[config.mk]
export PLATFORM = sky130hd
export DESIGN_NAME = cardinal_spline_sampler_flat
export DESIGN_NICKNAME = d
export VERILOG_FILES = /design/src/rtl/csp_pkg.sv /design/src/rtl/csp_in_if.sv /design/src/rtl/csp_out_if.sv /design/src/rtl/csp_cfg_if.sv /design/src/rtl/cardinal_spline_sampler.sv /design/src/rtl/csp_ctrl.sv /design/src/rtl/csp_datapath.sv /design/src/flat_wrapper.sv
export SDC_FILE = /design/constraint.sdc
export NUM_CORES = 2
export LEC_CHECK = 0
export ABC_AREA = 1
export BUFFER_PORTS_ARGS = -buffer_cell sky130_fd_sc_hd__buf_4
export CAP_MARGIN = 20
export CORE_MARGIN = 2
export CORE_UTILIZATION = 55
export DETAILED_ROUTE_END_ITERATION = 10
export PLACE_DENSITY = 0.82
export RECOVER_POWER = 25
export SLEW_MARGIN = 20
export SYNTH_ARGS = -nofsm -noshare
export SYNTH_HDL_FRONTEND = slang
export SYNTH_SLANG_ARGS = --single-unit
[constraint.sdc]
create_clock -name clk -period 12.6 [get_ports clk]
set_input_delay 1.26 -clock clk [delete_from_list [all_inputs] [get_ports clk]]
set_output_delay 1.26 -clock clk [all_outputs]
set_load 0.01 [all_outputs]
[src/rtl/csp_pkg.sv]
package csp_pkg;

	localparam int COORD_BITS = 16;
	// multiplier operand width: tension times a coordinate difference, or the denominator
	localparam int MW = (COORD_BITS + 10 > 27) ? COORD_BITS + 10 : 27;
	// accumulator width for the full Hermite numerator
	localparam int AW = COORD_BITS + 32;
	localparam int SAMP_W = 6;
	localparam int TEN_W = 9;
	localparam int CFG_IDX_W = 2;
	localparam int CFG_DATA_W = 9;
	localparam int DIV_CNT_W = $clog2(COORD_BITS);

	localparam logic [CFG_IDX_W-1:0] CFG_SAMPLES = 2'd0;
	localparam logic [CFG_IDX_W-1:0] CFG_TENSION = 2'd1;

	localparam logic [SAMP_W-1:0] SAMP_RESET = 6'd8;
	localparam logic [SAMP_W-1:0] SAMP_MIN = 6'd2;
	localparam logic [TEN_W-1:0] TEN_RESET = 9'd128;
	localparam logic [TEN_W-1:0] TEN_MAX = 9'd256;

	localparam logic OPC_POINT = 1'b0;
	localparam logic OPC_END = 1'b1;

	typedef enum logic [4:0] {
		OP_NONE,
		OP_N2,
		OP_N3,
		OP_TD1,
		OP_TD2,
		OP_DP0,
		OP_S2,
		OP_S3,
		OP_S2N,
		OP_SN2,
		OP_HCALC,
		OP_ACC0,
		OP_ACC1,
		OP_ACC2,
		OP_DIVI,
		OP_DIVS
	} op_t;

	typedef struct packed {
		op_t  op;
		logic axis;
		logic accept;
		logic s_inc;
		logic load_sample;
		logic load_end;
		logic eor;
	} cmd_t;

	typedef struct packed {
		logic ps_ge2;
		logic last_s;
		logic out_free;
	} stat_t;

endpackage

[src/rtl/csp_in_if.sv]
interface csp_in_if;
	logic                             valid;
	logic                             ready;
	logic                             operation;
	logic [csp_pkg::COORD_BITS-1:0]   point_x;
	logic [csp_pkg::COORD_BITS-1:0]   point_y;
	logic [15:0]                      point_value;

	modport source (output valid, operation, point_x, point_y, point_value, input ready);
	modport sink (input valid, operation, point_x, point_y, point_value, output ready);
endinterface

[src/rtl/csp_out_if.sv]
interface csp_out_if;
	logic                             valid;
	logic                             ready;
	logic [csp_pkg::COORD_BITS-1:0]   curve_x;
	logic [csp_pkg::COORD_BITS-1:0]   curve_y;
	logic [15:0]                      curve_value;
	logic                             end_of_run;

	modport source (output valid, curve_x, curve_y, curve_value, end_of_run, input ready);
	modport sink (input valid, curve_x, curve_y, curve_value, end_of_run, output ready);
endinterface

[src/rtl/csp_cfg_if.sv]
interface csp_cfg_if;
	logic                             valid;
	logic                             ready;
	logic [csp_pkg::CFG_IDX_W-1:0]    index;
	logic [csp_pkg::CFG_DATA_W-1:0]   data;

	modport source (output valid, index, data, input ready);
	modport sink (input valid, index, data, output ready);
endinterface

[src/rtl/cardinal_spline_sampler.sv]
// Cardinal spline sampler.
// in_ch  : control points (operation 0) or end of path (operation 1); a transfer
//          is valid && ready. ready is high whenever the block is idle.
// out_ch : curve samples, valid/ready; end_of_run marks the last result of an item.
// cfg_ch : register writes (index 0 samples per segment, index 1 tension), always
//          ready; write only while idle.
// From the third point of a path on, each point produces one segment of N samples.
// An end item after two or more points produces the final segment plus the last point with its value.
// Each sample runs five basis steps, then per axis three multiply-accumulate
// steps, a divider setup and a restoring divider (one quotient bit per cycle),
// and then loads the output register. Segment setup first computes N squared,
// N cubed and, per axis, the two tension terms and the base term; a segment
// item holds the input until its last result is loaded. An end item adds the
// endpoint result after its final segment.
// An item that produces no result leaves the block idle.
// A full output register stalls the sequencer until the receiver takes it;
// the next input is taken as soon as the last result is loaded.
// Reset: window and point count cleared, samples 8, tension 128, no output valid.
module cardinal_spline_sampler (
	input  logic        clk,
	input  logic        arst_n,
	csp_in_if.sink      in_ch,
	csp_out_if.source   out_ch,
	csp_cfg_if.sink     cfg_ch
);

	csp_pkg::cmd_t   cmd;
	csp_pkg::stat_t  stat;
	logic            ctrl_ready;

	// sequencer: segment setup, per-sample steps, divider count, emit
	csp_ctrl u_ctrl (
		.clk      (clk),
		.arst_n   (arst_n),
		.in_valid (in_ch.valid),
		.in_op    (in_ch.operation),
		.in_ready (ctrl_ready),
		.stat     (stat),
		.cmd      (cmd)
	);

	// window, multiplier, divider and output register
	csp_datapath u_dp (
		.clk    (clk),
		.arst_n (arst_n),
		.in_ch  (in_ch),
		.out_ch (out_ch),
		.cfg_ch (cfg_ch),
		.cmd    (cmd),
		.stat   (stat)
	);

	// input ready comes straight from the sequencer
	assign in_ch.ready = ctrl_ready;

	// a point that opens no segment leaves the block idle
	a_short_item: assert property (@(posedge clk) disable iff (!arst_n)
		(in_ch.valid && in_ch.ready && in_ch.operation == csp_pkg::OPC_POINT && !stat.ps_ge2)
		|=> ctrl_ready)
		else $error("idle not restored after point without segment");

	// while a non-final result waits, no new input transfer
	a_busy: assert property (@(posedge clk) disable iff (!arst_n)
		(out_ch.valid && !out_ch.end_of_run) |-> !in_ch.ready)
		else $error("input ready while results remain");

	// a transfer is always a load by the sequencer
	a_ready_match: assert property (@(posedge clk) disable iff (!arst_n)
		in_ch.ready == ctrl_ready)
		else $error("input ready mismatch");

endmodule

[src/rtl/csp_ctrl.sv]
module csp_ctrl (
	input  logic            clk,
	input  logic            arst_n,
	input  logic            in_valid,
	input  logic            in_op,
	output logic            in_ready,
	input  csp_pkg::stat_t  stat,
	output csp_pkg::cmd_t   cmd
);

	typedef enum logic [1:0] {IDLE, RUN, EMIT_S, EMIT_END} state_t;

	state_t                          state_q;
	csp_pkg::op_t                    op_q;
	logic                            axis_q;
	logic                            endflag_q;
	logic [csp_pkg::DIV_CNT_W-1:0]   cnt_q;
	logic                            accept;

	assign in_ready = (state_q == IDLE);
	assign accept = in_ready && in_valid;

	always_comb begin
		cmd = '0;
		cmd.op = (state_q == RUN) ? op_q : csp_pkg::OP_NONE;
		cmd.axis = axis_q;
		cmd.accept = accept;
		cmd.load_sample = (state_q == EMIT_S) && stat.out_free;
		cmd.s_inc = cmd.load_sample && !stat.last_s;
		cmd.eor = stat.last_s && !endflag_q;
		cmd.load_end = (state_q == EMIT_END) && stat.out_free;
	end

	always_ff @(posedge clk or negedge arst_n) begin
		if (!arst_n) begin
			state_q <= IDLE;
			op_q <= csp_pkg::OP_NONE;
			axis_q <= 1'b0;
			endflag_q <= 1'b0;
			cnt_q <= '0;
		end else begin
			case (state_q)
				IDLE: begin
					if (accept && stat.ps_ge2) begin
						state_q <= RUN;
						op_q <= csp_pkg::OP_N2;
						axis_q <= 1'b0;
						endflag_q <= (in_op == csp_pkg::OPC_END);
					end
				end
				RUN: begin
					case (op_q)
						csp_pkg::OP_N2:   op_q <= csp_pkg::OP_N3;
						csp_pkg::OP_N3:   op_q <= csp_pkg::OP_TD1;
						csp_pkg::OP_TD1:  op_q <= csp_pkg::OP_TD2;
						csp_pkg::OP_TD2:  op_q <= csp_pkg::OP_DP0;
						csp_pkg::OP_DP0: begin
							if (!axis_q) begin
								axis_q <= 1'b1;
								op_q <= csp_pkg::OP_TD1;
							end else begin
								axis_q <= 1'b0;
								op_q <= csp_pkg::OP_S2;
							end
						end
						csp_pkg::OP_S2:    op_q <= csp_pkg::OP_S3;
						csp_pkg::OP_S3:    op_q <= csp_pkg::OP_S2N;
						csp_pkg::OP_S2N:   op_q <= csp_pkg::OP_SN2;
						csp_pkg::OP_SN2:   op_q <= csp_pkg::OP_HCALC;
						csp_pkg::OP_HCALC: op_q <= csp_pkg::OP_ACC0;
						csp_pkg::OP_ACC0:  op_q <= csp_pkg::OP_ACC1;
						csp_pkg::OP_ACC1:  op_q <= csp_pkg::OP_ACC2;
						csp_pkg::OP_ACC2: begin
							op_q <= csp_pkg::OP_DIVI;
							cnt_q <= '0;
						end
						csp_pkg::OP_DIVI:  op_q <= csp_pkg::OP_DIVS;
						csp_pkg::OP_DIVS: begin
							if (cnt_q == csp_pkg::DIV_CNT_W'(csp_pkg::COORD_BITS - 1)) begin
								if (!axis_q) begin
									axis_q <= 1'b1;
									op_q <= csp_pkg::OP_ACC0;
								end else begin
									state_q <= EMIT_S;
									op_q <= csp_pkg::OP_NONE;
								end
							end else begin
								cnt_q <= cnt_q + 1'b1;
							end
						end
						default: state_q <= IDLE;
					endcase
				end
				EMIT_S: begin
					if (stat.out_free) begin
						if (stat.last_s) begin
							state_q <= endflag_q ? EMIT_END : IDLE;
						end else begin
							state_q <= RUN;
							op_q <= csp_pkg::OP_S2;
							axis_q <= 1'b0;
						end
					end
				end
				EMIT_END: begin
					if (stat.out_free) begin
						state_q <= IDLE;
					end
				end
				default: state_q <= IDLE;
			endcase
		end
	end

endmodule

[src/rtl/csp_datapath.sv]
module csp_datapath (
	input  logic                 clk,
	input  logic                 arst_n,
	csp_in_if.sink               in_ch,
	csp_out_if.source            out_ch,
	csp_cfg_if.sink              cfg_ch,
	input  csp_pkg::cmd_t        cmd,
	output csp_pkg::stat_t       stat
);

	localparam int CW = csp_pkg::COORD_BITS;
	localparam int MW = csp_pkg::MW;
	localparam int AW = csp_pkg::AW;
	localparam int SW = csp_pkg::SAMP_W;
	localparam int TW = csp_pkg::TEN_W;

	// configuration registers
	logic [SW-1:0]  samp_cfg_q;
	logic [TW-1:0]  ten_cfg_q;

	// path window, x is axis 0 and y is axis 1
	logic [CW-1:0]  win_q [2][3];
	logic [15:0]    newest_q;
	logic [1:0]     ps_q;

	// segment operands: pm1, p0, p1, p2
	logic [CW-1:0]  p_q [2][4];
	logic [15:0]    endval_q;
	logic [SW-1:0]  n_q;
	logic [TW-1:0]  ten_q;
	logic [SW-1:0]  s_q;

	logic signed [MW-1:0] n2_q, n3_q, s2_q, s3_q, s2n_q, sn2_q;
	logic signed [MW-1:0] h01_q, h10_q, h11_q;
	logic signed [MW-1:0] td1_q [2];
	logic signed [MW-1:0] td2_q [2];
	logic signed [AW-1:0] base_q [2];
	logic signed [AW-1:0] acc_q;

	// divider
	logic signed [AW-1:0] rem_q, dvs_q;
	logic [CW-1:0]        quo_q;
	logic                 neg_q, sat_q;
	logic [CW-1:0]        div_res;
	logic [CW-1:0]        resx_q;

	logic                 out_valid_q;
	logic [CW-1:0]        out_x_q, out_y_q;
	logic [15:0]          out_val_q;
	logic                 out_eor_q;

	logic signed [MW-1:0]   mul_a, mul_b, n_w, s_w, ten_w, den_w;
	logic signed [CW:0]     d1, d2, d10;
	logic signed [2*MW-1:0] prod;
	logic signed [AW-1:0]   prod_a, den_a, rnd, lim;
	logic                   ax;
	logic [1:0]             old_sel;

	assign ax = cmd.axis;
	assign n_w = MW'(n_q);
	assign s_w = MW'(s_q);
	assign ten_w = MW'(ten_q);
	assign den_w = n3_q <<< 8;
	assign d1 = $signed({1'b0, p_q[ax][2]}) - $signed({1'b0, p_q[ax][0]});
	assign d2 = $signed({1'b0, p_q[ax][3]}) - $signed({1'b0, p_q[ax][1]});
	assign d10 = $signed({1'b0, p_q[ax][2]}) - $signed({1'b0, p_q[ax][1]});

	always_comb begin
		mul_a = '0;
		mul_b = '0;
		case (cmd.op)
			csp_pkg::OP_N2:   begin mul_a = n_w;    mul_b = n_w;    end
			csp_pkg::OP_N3:   begin mul_a = n2_q;   mul_b = n_w;    end
			csp_pkg::OP_TD1:  begin mul_a = ten_w;  mul_b = MW'(d1); end
			csp_pkg::OP_TD2:  begin mul_a = ten_w;  mul_b = MW'(d2); end
			csp_pkg::OP_DP0:  begin mul_a = den_w;  mul_b = MW'(p_q[ax][1]); end
			csp_pkg::OP_S2:   begin mul_a = s_w;    mul_b = s_w;    end
			csp_pkg::OP_S3:   begin mul_a = s2_q;   mul_b = s_w;    end
			csp_pkg::OP_S2N:  begin mul_a = s2_q;   mul_b = n_w;    end
			csp_pkg::OP_SN2:  begin mul_a = s_w;    mul_b = n2_q;   end
			csp_pkg::OP_ACC0: begin mul_a = h01_q;  mul_b = MW'(d10) <<< 8; end
			csp_pkg::OP_ACC1: begin mul_a = h10_q;  mul_b = td1_q[ax]; end
			csp_pkg::OP_ACC2: begin mul_a = h11_q;  mul_b = td2_q[ax]; end
			default: begin mul_a = '0; mul_b = '0; end
		endcase
	end

	assign prod = (2*MW)'(mul_a) * (2*MW)'(mul_b);
	assign prod_a = $signed(prod[AW-1:0]);
	assign den_a = AW'(n3_q) <<< 8;
	assign rnd = acc_q + (AW'(n3_q) <<< 7);
	assign lim = den_a <<< CW;
	assign div_res = neg_q ? '0 : (sat_q ? '1 : quo_q);

	assign old_sel = (ps_q == 2'd3) ? 2'd0 : 2'd1;

	assign stat.ps_ge2 = ps_q[1];
	assign stat.last_s = (s_q == n_q - 1'b1);
	assign stat.out_free = !out_valid_q || out_ch.ready;

	assign cfg_ch.ready = 1'b1;

	// configuration
	always_ff @(posedge clk or negedge arst_n) begin
		if (!arst_n) begin
			samp_cfg_q <= csp_pkg::SAMP_RESET;
			ten_cfg_q <= csp_pkg::TEN_RESET;
		end else if (cfg_ch.valid) begin
			if (cfg_ch.index == csp_pkg::CFG_SAMPLES) begin
				samp_cfg_q <= cfg_ch.data[SW-1:0];
			end else if (cfg_ch.index == csp_pkg::CFG_TENSION) begin
				ten_cfg_q <= cfg_ch.data[TW-1:0];
			end
		end
	end

	// window and point count
	always_ff @(posedge clk or negedge arst_n) begin
		if (!arst_n) begin
			for (int a = 0; a < 2; a++) begin
				for (int i = 0; i < 3; i++) begin
					win_q[a][i] <= '0;
				end
			end
			newest_q <= '0;
			ps_q <= '0;
		end else if (cmd.accept) begin
			if (in_ch.operation == csp_pkg::OPC_POINT) begin
				for (int a = 0; a < 2; a++) begin
					win_q[a][0] <= win_q[a][1];
					win_q[a][1] <= win_q[a][2];
				end
				win_q[0][2] <= in_ch.point_x;
				win_q[1][2] <= in_ch.point_y;
				newest_q <= in_ch.point_value;
				if (ps_q != 2'd3) begin
					ps_q <= ps_q + 2'd1;
				end
			end else begin
				for (int a = 0; a < 2; a++) begin
					for (int i = 0; i < 3; i++) begin
						win_q[a][i] <= '0;
					end
				end
				newest_q <= '0;
				ps_q <= '0;
			end
		end
	end

	// segment latch and arithmetic sequence
	always_ff @(posedge clk) begin
		if (cmd.accept) begin
			for (int a = 0; a < 2; a++) begin
				p_q[a][0] <= win_q[a][old_sel];
				p_q[a][1] <= win_q[a][1];
				p_q[a][2] <= win_q[a][2];
				p_q[a][3] <= win_q[a][2];
			end
			if (in_ch.operation == csp_pkg::OPC_POINT) begin
				p_q[0][3] <= in_ch.point_x;
				p_q[1][3] <= in_ch.point_y;
			end
			endval_q <= newest_q;
			n_q <= (samp_cfg_q < csp_pkg::SAMP_MIN) ? csp_pkg::SAMP_MIN : samp_cfg_q;
			ten_q <= (ten_cfg_q > csp_pkg::TEN_MAX) ? csp_pkg::TEN_MAX : ten_cfg_q;
			s_q <= '0;
		end else if (cmd.s_inc) begin
			s_q <= s_q + 1'b1;
		end

		case (cmd.op)
			csp_pkg::OP_N2:   n2_q <= prod[MW-1:0];
			csp_pkg::OP_N3:   n3_q <= prod[MW-1:0];
			csp_pkg::OP_TD1:  td1_q[ax] <= prod[MW-1:0];
			csp_pkg::OP_TD2:  td2_q[ax] <= prod[MW-1:0];
			csp_pkg::OP_DP0:  base_q[ax] <= prod_a;
			csp_pkg::OP_S2:   s2_q <= prod[MW-1:0];
			csp_pkg::OP_S3:   s3_q <= prod[MW-1:0];
			csp_pkg::OP_S2N:  s2n_q <= prod[MW-1:0];
			csp_pkg::OP_SN2:  sn2_q <= prod[MW-1:0];
			csp_pkg::OP_HCALC: begin
				h01_q <= MW'(3 * s2n_q - 2 * s3_q);
				h10_q <= MW'(s3_q - 2 * s2n_q + sn2_q);
				h11_q <= s3_q - s2n_q;
			end
			csp_pkg::OP_ACC0: begin
				acc_q <= base_q[ax] + prod_a;
				// x result is final once the y pass starts
				if (ax) begin
					resx_q <= div_res;
				end
			end
			csp_pkg::OP_ACC1: acc_q <= acc_q + prod_a;
			csp_pkg::OP_ACC2: acc_q <= acc_q + prod_a;
			csp_pkg::OP_DIVI: begin
				neg_q <= rnd[AW-1];
				sat_q <= (rnd >= lim);
				rem_q <= rnd;
				dvs_q <= den_a <<< (CW - 1);
				quo_q <= '0;
			end
			csp_pkg::OP_DIVS: begin
				if (rem_q >= dvs_q) begin
					rem_q <= rem_q - dvs_q;
					quo_q <= {quo_q[CW-2:0], 1'b1};
				end else begin
					quo_q <= {quo_q[CW-2:0], 1'b0};
				end
				dvs_q <= dvs_q >>> 1;
			end
			default: ;
		endcase
	end

	// output register
	always_ff @(posedge clk or negedge arst_n) begin
		if (!arst_n) begin
			out_valid_q <= 1'b0;
		end else if (cmd.load_sample || cmd.load_end) begin
			out_valid_q <= 1'b1;
		end else if (out_ch.ready) begin
			out_valid_q <= 1'b0;
		end
	end

	always_ff @(posedge clk) begin
		if (cmd.load_sample) begin
			out_x_q <= resx_q;
			out_y_q <= div_res;
			out_val_q <= '0;
			out_eor_q <= cmd.eor;
		end else if (cmd.load_end) begin
			out_x_q <= p_q[0][2];
			out_y_q <= p_q[1][2];
			out_val_q <= endval_q;
			out_eor_q <= 1'b1;
		end
	end

	assign out_ch.valid = out_valid_q;
	assign out_ch.curve_x = out_x_q;
	assign out_ch.curve_y = out_y_q;
	assign out_ch.curve_value = out_val_q;
	assign out_ch.end_of_run = out_eor_q;

endmodule

[src/flat_wrapper.sv]
// flat-port wrapper written by rule: the top's interface ports become plain ports
module cardinal_spline_sampler_flat 
  (clk, arst_n, in_ch_valid, in_ch_operation, in_ch_point_x, in_ch_point_y, in_ch_point_value, in_ch_ready, out_ch_valid, out_ch_curve_x, out_ch_curve_y, out_ch_curve_value, out_ch_end_of_run, out_ch_ready, cfg_ch_valid, cfg_ch_index, cfg_ch_data, cfg_ch_ready);
  csp_in_if in_ch_i ();
  csp_out_if out_ch_i ();
  csp_cfg_if cfg_ch_i ();
  input  logic clk;
  input  logic arst_n;
  input wire logic [$bits(in_ch_i.valid)-1:0] in_ch_valid;
  input wire logic [$bits(in_ch_i.operation)-1:0] in_ch_operation;
  input wire logic [$bits(in_ch_i.point_x)-1:0] in_ch_point_x;
  input wire logic [$bits(in_ch_i.point_y)-1:0] in_ch_point_y;
  input wire logic [$bits(in_ch_i.point_value)-1:0] in_ch_point_value;
  output wire logic [$bits(in_ch_i.ready)-1:0] in_ch_ready;
  output wire logic [$bits(out_ch_i.valid)-1:0] out_ch_valid;
  output wire logic [$bits(out_ch_i.curve_x)-1:0] out_ch_curve_x;
  output wire logic [$bits(out_ch_i.curve_y)-1:0] out_ch_curve_y;
  output wire logic [$bits(out_ch_i.curve_value)-1:0] out_ch_curve_value;
  output wire logic [$bits(out_ch_i.end_of_run)-1:0] out_ch_end_of_run;
  input wire logic [$bits(out_ch_i.ready)-1:0] out_ch_ready;
  input wire logic [$bits(cfg_ch_i.valid)-1:0] cfg_ch_valid;
  input wire logic [$bits(cfg_ch_i.index)-1:0] cfg_ch_index;
  input wire logic [$bits(cfg_ch_i.data)-1:0] cfg_ch_data;
  output wire logic [$bits(cfg_ch_i.ready)-1:0] cfg_ch_ready;
  assign in_ch_i.valid = in_ch_valid;
  assign in_ch_i.operation = in_ch_operation;
  assign in_ch_i.point_x = in_ch_point_x;
  assign in_ch_i.point_y = in_ch_point_y;
  assign in_ch_i.point_value = in_ch_point_value;
  assign in_ch_ready = in_ch_i.ready;
  assign out_ch_valid = out_ch_i.valid;
  assign out_ch_curve_x = out_ch_i.curve_x;
  assign out_ch_curve_y = out_ch_i.curve_y;
  assign out_ch_curve_value = out_ch_i.curve_value;
  assign out_ch_end_of_run = out_ch_i.end_of_run;
  assign out_ch_i.ready = out_ch_ready;
  assign cfg_ch_i.valid = cfg_ch_valid;
  assign cfg_ch_i.index = cfg_ch_index;
  assign cfg_ch_i.data = cfg_ch_data;
  assign cfg_ch_ready = cfg_ch_i.ready;
  cardinal_spline_sampler u_core (.clk(clk), .arst_n(arst_n), .in_ch(in_ch_i), .out_ch(out_ch_i), .cfg_ch(cfg_ch_i));
endmodule
# After elaboration in Yosys (flattened, before gate mapping)
# Memory sizes are Yosys's and may differ from the RTL's.
# Index checks and enable logic that the tools add are counted.
# op_classes
addsub	15
mul	2
magnitude_cmp	5
eq_ne	49
mux	69
n_bitwise	5
n_reduce_logical	38
# ops
operator	count
$pmux 27 s9	2
$pmux 48 s2	3
$mux 16	13
$add 48x48->48	2
$ge 48x48->1	2
$mux 96	1
$sub 27x27->27	3
$eq 5x4->1 const B	16
$pmux 5 s15	1
$bmux 16 s2	2
$sub 16x16->17	3
$add 48x34->48	1
$mul 27x27->48	1
$mux 48	1
$sub 48x48->48	1
$eq 5x3->1 const B	8
$pmux 16 s2	1
$add 27x27->27	1
$mul 3x27->27 const A	1
$mux 5	5
$mux 1	22
$eq 5x2->1 const B	4
$mux 2	9
$reduce_and 6->1	3
39 further kinds	77
# word_totals
reg_bits	650
mem_bits_rw	332
inputBits	65
out_inout_bits	52
elab_cells	228
n_memories	4
# mem_list
memory	depth	word_bits	rd	rd_ports_with_merged_regs	wr	line	rtl
u_core.u_dp.p_q	2	64	3	0	2	csp_datapath.sv:27	logic [CW-1:0] p_q [2][4];
u_core.u_dp.base_q	2	48	1	0	1	csp_datapath.sv:37	logic signed [AW-1:0] base_q [2];
u_core.u_dp.td1_q	2	27	1	0	1	csp_datapath.sv:35	logic signed [MW-1:0] td1_q [2];
u_core.u_dp.td2_q	2	27	1	0	1	csp_datapath.sv:36	logic signed [MW-1:0] td2_q [2];

# Logic depth before layout (Yosys ltp)
# depth
depth_word	8
mapped_depth	70
depth_no_buf	63

# Worst setup path before layout
# OpenSTA, ideal clock, no wires.
# synth_path
path_kind	reg-to-reg
startpoint	register u_core.u_ctrl.axis_q
endpoint	register u_core.u_dp.acc_q[47], data pin
setup_ns	0.253
arrival_time_ns	10.842
required_time_ns	12.347
path_slack_ns	1.505
stages_incl_launch_ff	63
path_buffers	8
period_less_slack_ns	11.095
cell_sequence	dfrtp_1 clkbuf_2 inv_1 buf_2 buf_2 buf_2 buf_2 clkbuf_1 clkbuf_1 nand2_1 nand2_1 ha_1 inv_1 fa_1 nand3_1 nand3_1 nand2_1 a21oi_1 [27 not listed] and3_1 a21oi_1 inv_1 a21oi_1 xnor2_1 ha_1 a21oi_1 inv_1 nor2_1 o21ai_0 a311oi_1 nand3_1 nand4_1 nand3_1 nand2_1 nand3_1 nand3_1 nand2_1
# synth_between
elab_chain_len	6
word_cells_on_any_way	12
cone_classes	add/sub (5); mul (1); mux (2); memory (4)
# synth_lines
element	line	rtl
start, declared	csp_ctrl.sv:15	logic axis_q;
start signal, assigned	csp_ctrl.sv:38	axis_q <= 1'b0;
start signal, assigned	csp_ctrl.sv:47	axis_q <= 1'b0;
start signal, assigned	csp_ctrl.sv:59	axis_q <= 1'b1;
$mem_v2 2x64	--	
$sub 16x16->17, on equally long branches	csp_datapath.sv:65, csp_datapath.sv:64, csp_datapath.sv:66	
$pmux 27 s9 (*)	csp_datapath.sv:71	case (cmd.op)
$mul 27x27->48 (*)	csp_datapath.sv:88	assign prod = (2*MW)'(mul_a) * (2*MW)'(mul_b);
named net u_core.u_dp.prod[26]	csp_datapath.sv:54	logic signed [2*MW-1:0] prod;
$add 48x48->48, on equally long branches	csp_datapath.sv:194, csp_datapath.sv:195, csp_datapath.sv:188	
$pmux 48 s2 (*)	csp_datapath.sv:172	case (cmd.op)
end signal, assigned	csp_datapath.sv:188	acc_q <= base_q[ax] + prod_a;
end signal, assigned	csp_datapath.sv:194	csp_pkg::OP_ACC1: acc_q <= acc_q + prod_a;
end signal, assigned	csp_datapath.sv:195	csp_pkg::OP_ACC2: acc_q <= acc_q + prod_a;
end, declared	csp_datapath.sv:38	logic signed [AW-1:0] acc_q;
# Mark *: on every way through the listed nets, which the timed path passes. The rest lies on a longest branch.
# A chain may end at the register's enable or synchronous reset.

# Worst setup path in the final report
# layout_path
startpoint	register u_core.u_ctrl.state_q[1]
endpoint	register u_core.u_dp.acc_q[44], data pin
# layout_between
elab_chain_len	8
word_cells_on_any_way	26
cone_classes	add/sub (2); mul (1); eq/ne (13); mux (4); reduce/logical (6)
# layout_lines
element	line	rtl
start, declared	csp_ctrl.sv:13	state_t state_q;
start signal, assigned	csp_ctrl.sv:97	state_q <= endflag_q ? EMIT_END : IDLE;
$eq 2x1->1 (*)	csp_ctrl.sv:25	cmd.op = (state_q == RUN) ? op_q : csp_pkg::OP_NONE;
$mux 5 (*)	csp_ctrl.sv:25	
$eq 5x4->1 (tied with other cells)	csp_datapath.sv:71	
$reduce_or 3->1 (no line) / $reduce_or 2->1 (equally long branches)	--	
$pmux 27 s9	csp_datapath.sv:71	
$mul 27x27->48 (*)	csp_datapath.sv:88	
named net u_core.u_dp.prod[19]	csp_datapath.sv:54	
$add 48x48->48, on equally long branches	csp_datapath.sv:194, csp_datapath.sv:195, csp_datapath.sv:188	
$pmux 48 s2 (*)	csp_datapath.sv:172	
# Marked as above.

==> impl_results.md <==
* Status: finished, violations left
* Failing checks: max-capacitance violations, max-slew violations
* Row Count at 138
* Hold buffers post-CTS at 0
* Crit path kind: register to register
* Num CTS Buffers at 100
* Initial Util at 55.34%
* Fraction of registers with async set/reset at 14.48%
* RSZ-0062 raised after global routing: false
* Global route overflow at 0
* Place WS at 0.4261 ns
* First-pass GRT wire length at 375.9 mm
* Post-route clock period utilization at 96.36%
* DIE HEIGHT at 381.0 microns
* Gpl congestion at 0.9976
* Syn Nets at 9,799
* Max-Cap Viols at 8
* Highest-delay cell along the critical path: inv_2
* Number of remaining DRC errors at 0
* Cell Pwr Density at 194.3 nW/um^2
* Leakage at 39.83 nW
* Die ar. at 145,100 sq um
* I/O Buffers at 115
* Post-synthesis cell area at 78,160 sq um
* Slowest stage delay, CP at 0.60 ns
* CP Max Fanout at 27
* Post-synth EDFFs at 817
* DP Wirelength at 196.6 mm
* Fill cell count at 11,800
* Post-Syn Area per Cell at 9.180 sq um
* Syn-to-layout area delta at 9.490%
* Final WL at 249.2 mm
* First-pass DRT Iterations at 6
* Ports at 117
* Clock latency on the worst-skew pair at 0.73 ns
* Setup TNS at 0 ns
* Core footprint at 141,200 sq um
* Worst Max-Slew Pin Slew at 4.916 ns
* Final-stage net count at 9,980
* Minimum clock period at 12.14 ns
* Bufs on Longest Clock Path at 3
* Utilization after layout at 60.59%
* Root buf cell: clkbuf_16
* Synth top area share at 31.39%
* CP Buf/Inv Count at 9
* Register area share after synthesis at 36.50%
* Vias/cell at 5.776
* Leading area contributor after synthesis: edfxtp_1
* Clk slew on worst S/H paths at 0.07 ns
* Antenna violations before repair at 10
* HP Class: register to register
* Synth area leaders: edfxtp_1 31%, fa_1 19%, nand2_1 9.2%
* CTS tree: built
* CP required at 13.08 ns
* FF+latch count, synth at 981
* Crit path DAT at 12.62 ns
* Yosys warnings at 0
* Share of cells above drive strength 1 at 7.140%
* Post-synth top cells: 1,914 x nand2_1, 1,651 x inv_1, 817 x edfxtp_1, 753 x fa_1, 556 x nor2_1
* Final Hold Violating Endpoints at 0
* Vias in the first global route at 62,230
* Rel. slew slack at -227.7%
* Clock Skew at 0.08348 ns
* Clock sinks at 981
* Drt initial violations at 7,353
* Post-route ant nets at 0
* Routed wire per std cell at 23.35 microns
* CP endpoint kind: register
* Fin worst setup slack at 0.4581 ns
* Most used flip-flop cell after synthesis: edfxtp_1
* Largest net degree at the start of global routing at 112
* Peak Freq at 0.08236 GHz
* Die Span X at 381.0 microns
* Post-synth cell types at 80
* Setup-failing EPs final at 0
* Final number of max-transition violations at 436
* Most common cell in the synthesized netlist: nand2_1
* H-tree levels at 3
* Via count at 61,650
* Synth Instances at 8,514
* All-Layer GR Usage at 34.29%
* Maximum vdd drop at 172.6 uV
* Cell family with most CP delay: adder cells
* CP startpoint kind: register
-- cells by family (layout without fill, tap and decap cells) --
kind of cell | count (synthesis) | count (layout) | share of synthesized area (%)
muxes | 33 | 33 | 0.4242
other | 1 | 2 | 0.004798
xor gates and xnor gates | 264 | 264 | 2.987
DFF | 981 | 981 | 36.50
and+or+nand+nor | 2795 | 2795 | 14.53
adders and majority gates | 1220 | 1220 | 26.76
buffers and inverters | 1944 | 2212 | 9.470
AOI/OAI and AO/OA | 1276 | 1276 | 9.322
-- per-stage QoR --
stage	cell area [sq um]	cells	hold slack (ns)	total power [mW]
floorplan	78160	8514	0.4249	9.735
global placement	82190	10480	0.4277	13.17
detailed placement	82200	10480	0.4312	13.30
CTS	85560	10670	0.4310	16.40
global route	85580	10670	0.4344	17.40
finish	85580	10670	0.4334	16.62
-- flip-flops by register name, summed over array words and instances (netlist names), 27 cells and up --
| signal | count |
|---|---|
| u_core.u_dp.p_q | 128 |
| u_core.u_dp.base_q | 96 |
| u_core.u_dp.win_q | 96 |
| u_core.u_dp.td1_q | 54 |
| u_core.u_dp.td2_q | 54 |
| u_core.u_dp.acc_q | 48 |
| u_core.u_dp.dvs_q | 48 |
| u_core.u_dp.rem_q | 48 |
| u_core.u_dp.h01_q | 27 |
| u_core.u_dp.h10_q | 27 |
| u_core.u_dp.h11_q | 27 |
| u_core.u_dp.n2_q | 27 |
| u_core.u_dp.n3_q | 27 |
| u_core.u_dp.s2_q | 27 |
| u_core.u_dp.s2n_q | 27 |
| u_core.u_dp.s3_q | 27 |
| u_core.u_dp.sn2_q | 27 |
-- placed cells by master (no fill, tap or decap), types with 13 or more instances in the layout --
master / netlist / routed
clkbuf_1: 199 / 39
edfxtp_1: 817 / 817
inv_2: 22 / 21
o21ai_0: 431 / 431
buf_4: 6 / 319
a31oi_1: 87 / 87
o21a_1: 23 / 23
nor2_1: 556 / 546
a21o_1: 19 / 19
ha_1: 467 / 467
a211oi_1: 18 / 18
nand4_1: 40 / 40
o21ai_1: 22 / 21
a22o_1: 34 / 34
clkinv_2: 1 / 17
xnor2_1: 101 / 101
nor4_1: 16 / 16
fa_1: 753 / 753
nand3_1: 114 / 114
nand2_2: 15 / 14
o2111ai_1: 18 / 17
clkinv_1: 4 / 17
a21oi_1: 475 / 475
dfrtp_1: 140 / 139
o22ai_1: 40 / 40
nand3b_1: 14 / 14
clkbuf_16: 0 / 101
or2_2: 16 / 16
dfxtp_1: 22 / 22
inv_1: 1651 / 1648
xor2_1: 160 / 160
nor3_1: 35 / 34
mux2i_1: 32 / 30
nor2_2: 11 / 17
o21bai_1: 13 / 13
o211ai_1: 20 / 20
nand2_1: 1914 / 1914
-- where the power goes --
part / internal, mW / total [mW] / leakage (nW) / switching, mW
Sequential: 4.56 / 4.85 / 9.61 / 0.289
Combinational: 2.61 / 8.71 / 28.6 / 6.09
Clock: 1.71 / 3.06 / 1.63 / 1.35
Total: 8.89 / 16.6 / 39.8 / 7.74
-- final cells by class --
| class | count | area, sq um | area share (%) |
|---|---|---|---|
| multi-input combinational | 5589 | 42360 | 49.50 |
| sequential | 981 | 28530 | 33.34 |
| inverter | 1680 | 6327 | 7.394 |
| clock buffer | 140 | 2794 | 3.265 |
| timing repair buffer | 343 | 2629 | 3.072 |
| tap | 1890 | 2365 | 2.763 |
| clock inverter | 49 | 561.8 | 0.6565 |
| antenna | 1 | 2.502 | 0.002924 |
-- path summary, 6_finish.rpt --
kind                                       endpoint  depth (start not counted)                startpoint  slack, ns
min reg2reg                  u_core.u_dp.p_q[0][38]                          0     u_core.u_dp.win_q[70]       0.43
min                          u_core.u_dp.p_q[0][38]                          0     u_core.u_dp.win_q[70]       0.43
min in group asynchronous  u_core.u_dp.ten_cfg_q[8]                          1                    arst_n       2.30
max                           u_core.u_dp.acc_q[44]                         43  u_core.u_ctrl.state_q[1]       0.46
max reg2reg                   u_core.u_dp.acc_q[44]                         43  u_core.u_ctrl.state_q[1]       0.46
max in group asynchronous      u_core.u_ctrl.axis_q                          2                    arst_n       5.05
-- worst reg2reg max path: cells and delay by family, from the launching register on --
family / cells / cell delay [ns]
adders and majority gates: 10 / 4.18
AOI/OAI and AO/OA: 14 / 3.64
buffers and inverters: 9 / 1.94
and+or+nand+nor: 8 / 1.02
xor gates and xnor gates: 2 / 0.70
DFF: 1 / 0.41
-- metal layers --
metal  wire [microns]  GRT usage [%]  vias to the layer above  part of all wire [%]
met5               27              0                        -                 0.011
met4            14720          16.94                        4                   5.9
met3            24470          6.259                      614                   9.8
met2           113900          54.52                     3338                    46
met1            96090          45.45                    30250                    39
li1                 -              -                    27440                     -
-- timing repair --
action | in CTS | in global routing
buffers inserted | 0 | 6
endpoints found under the setup margin | 0 | 7
gates resized for setup | 0 | 8
No activity file was read; power rests on OpenSTA's default activity.
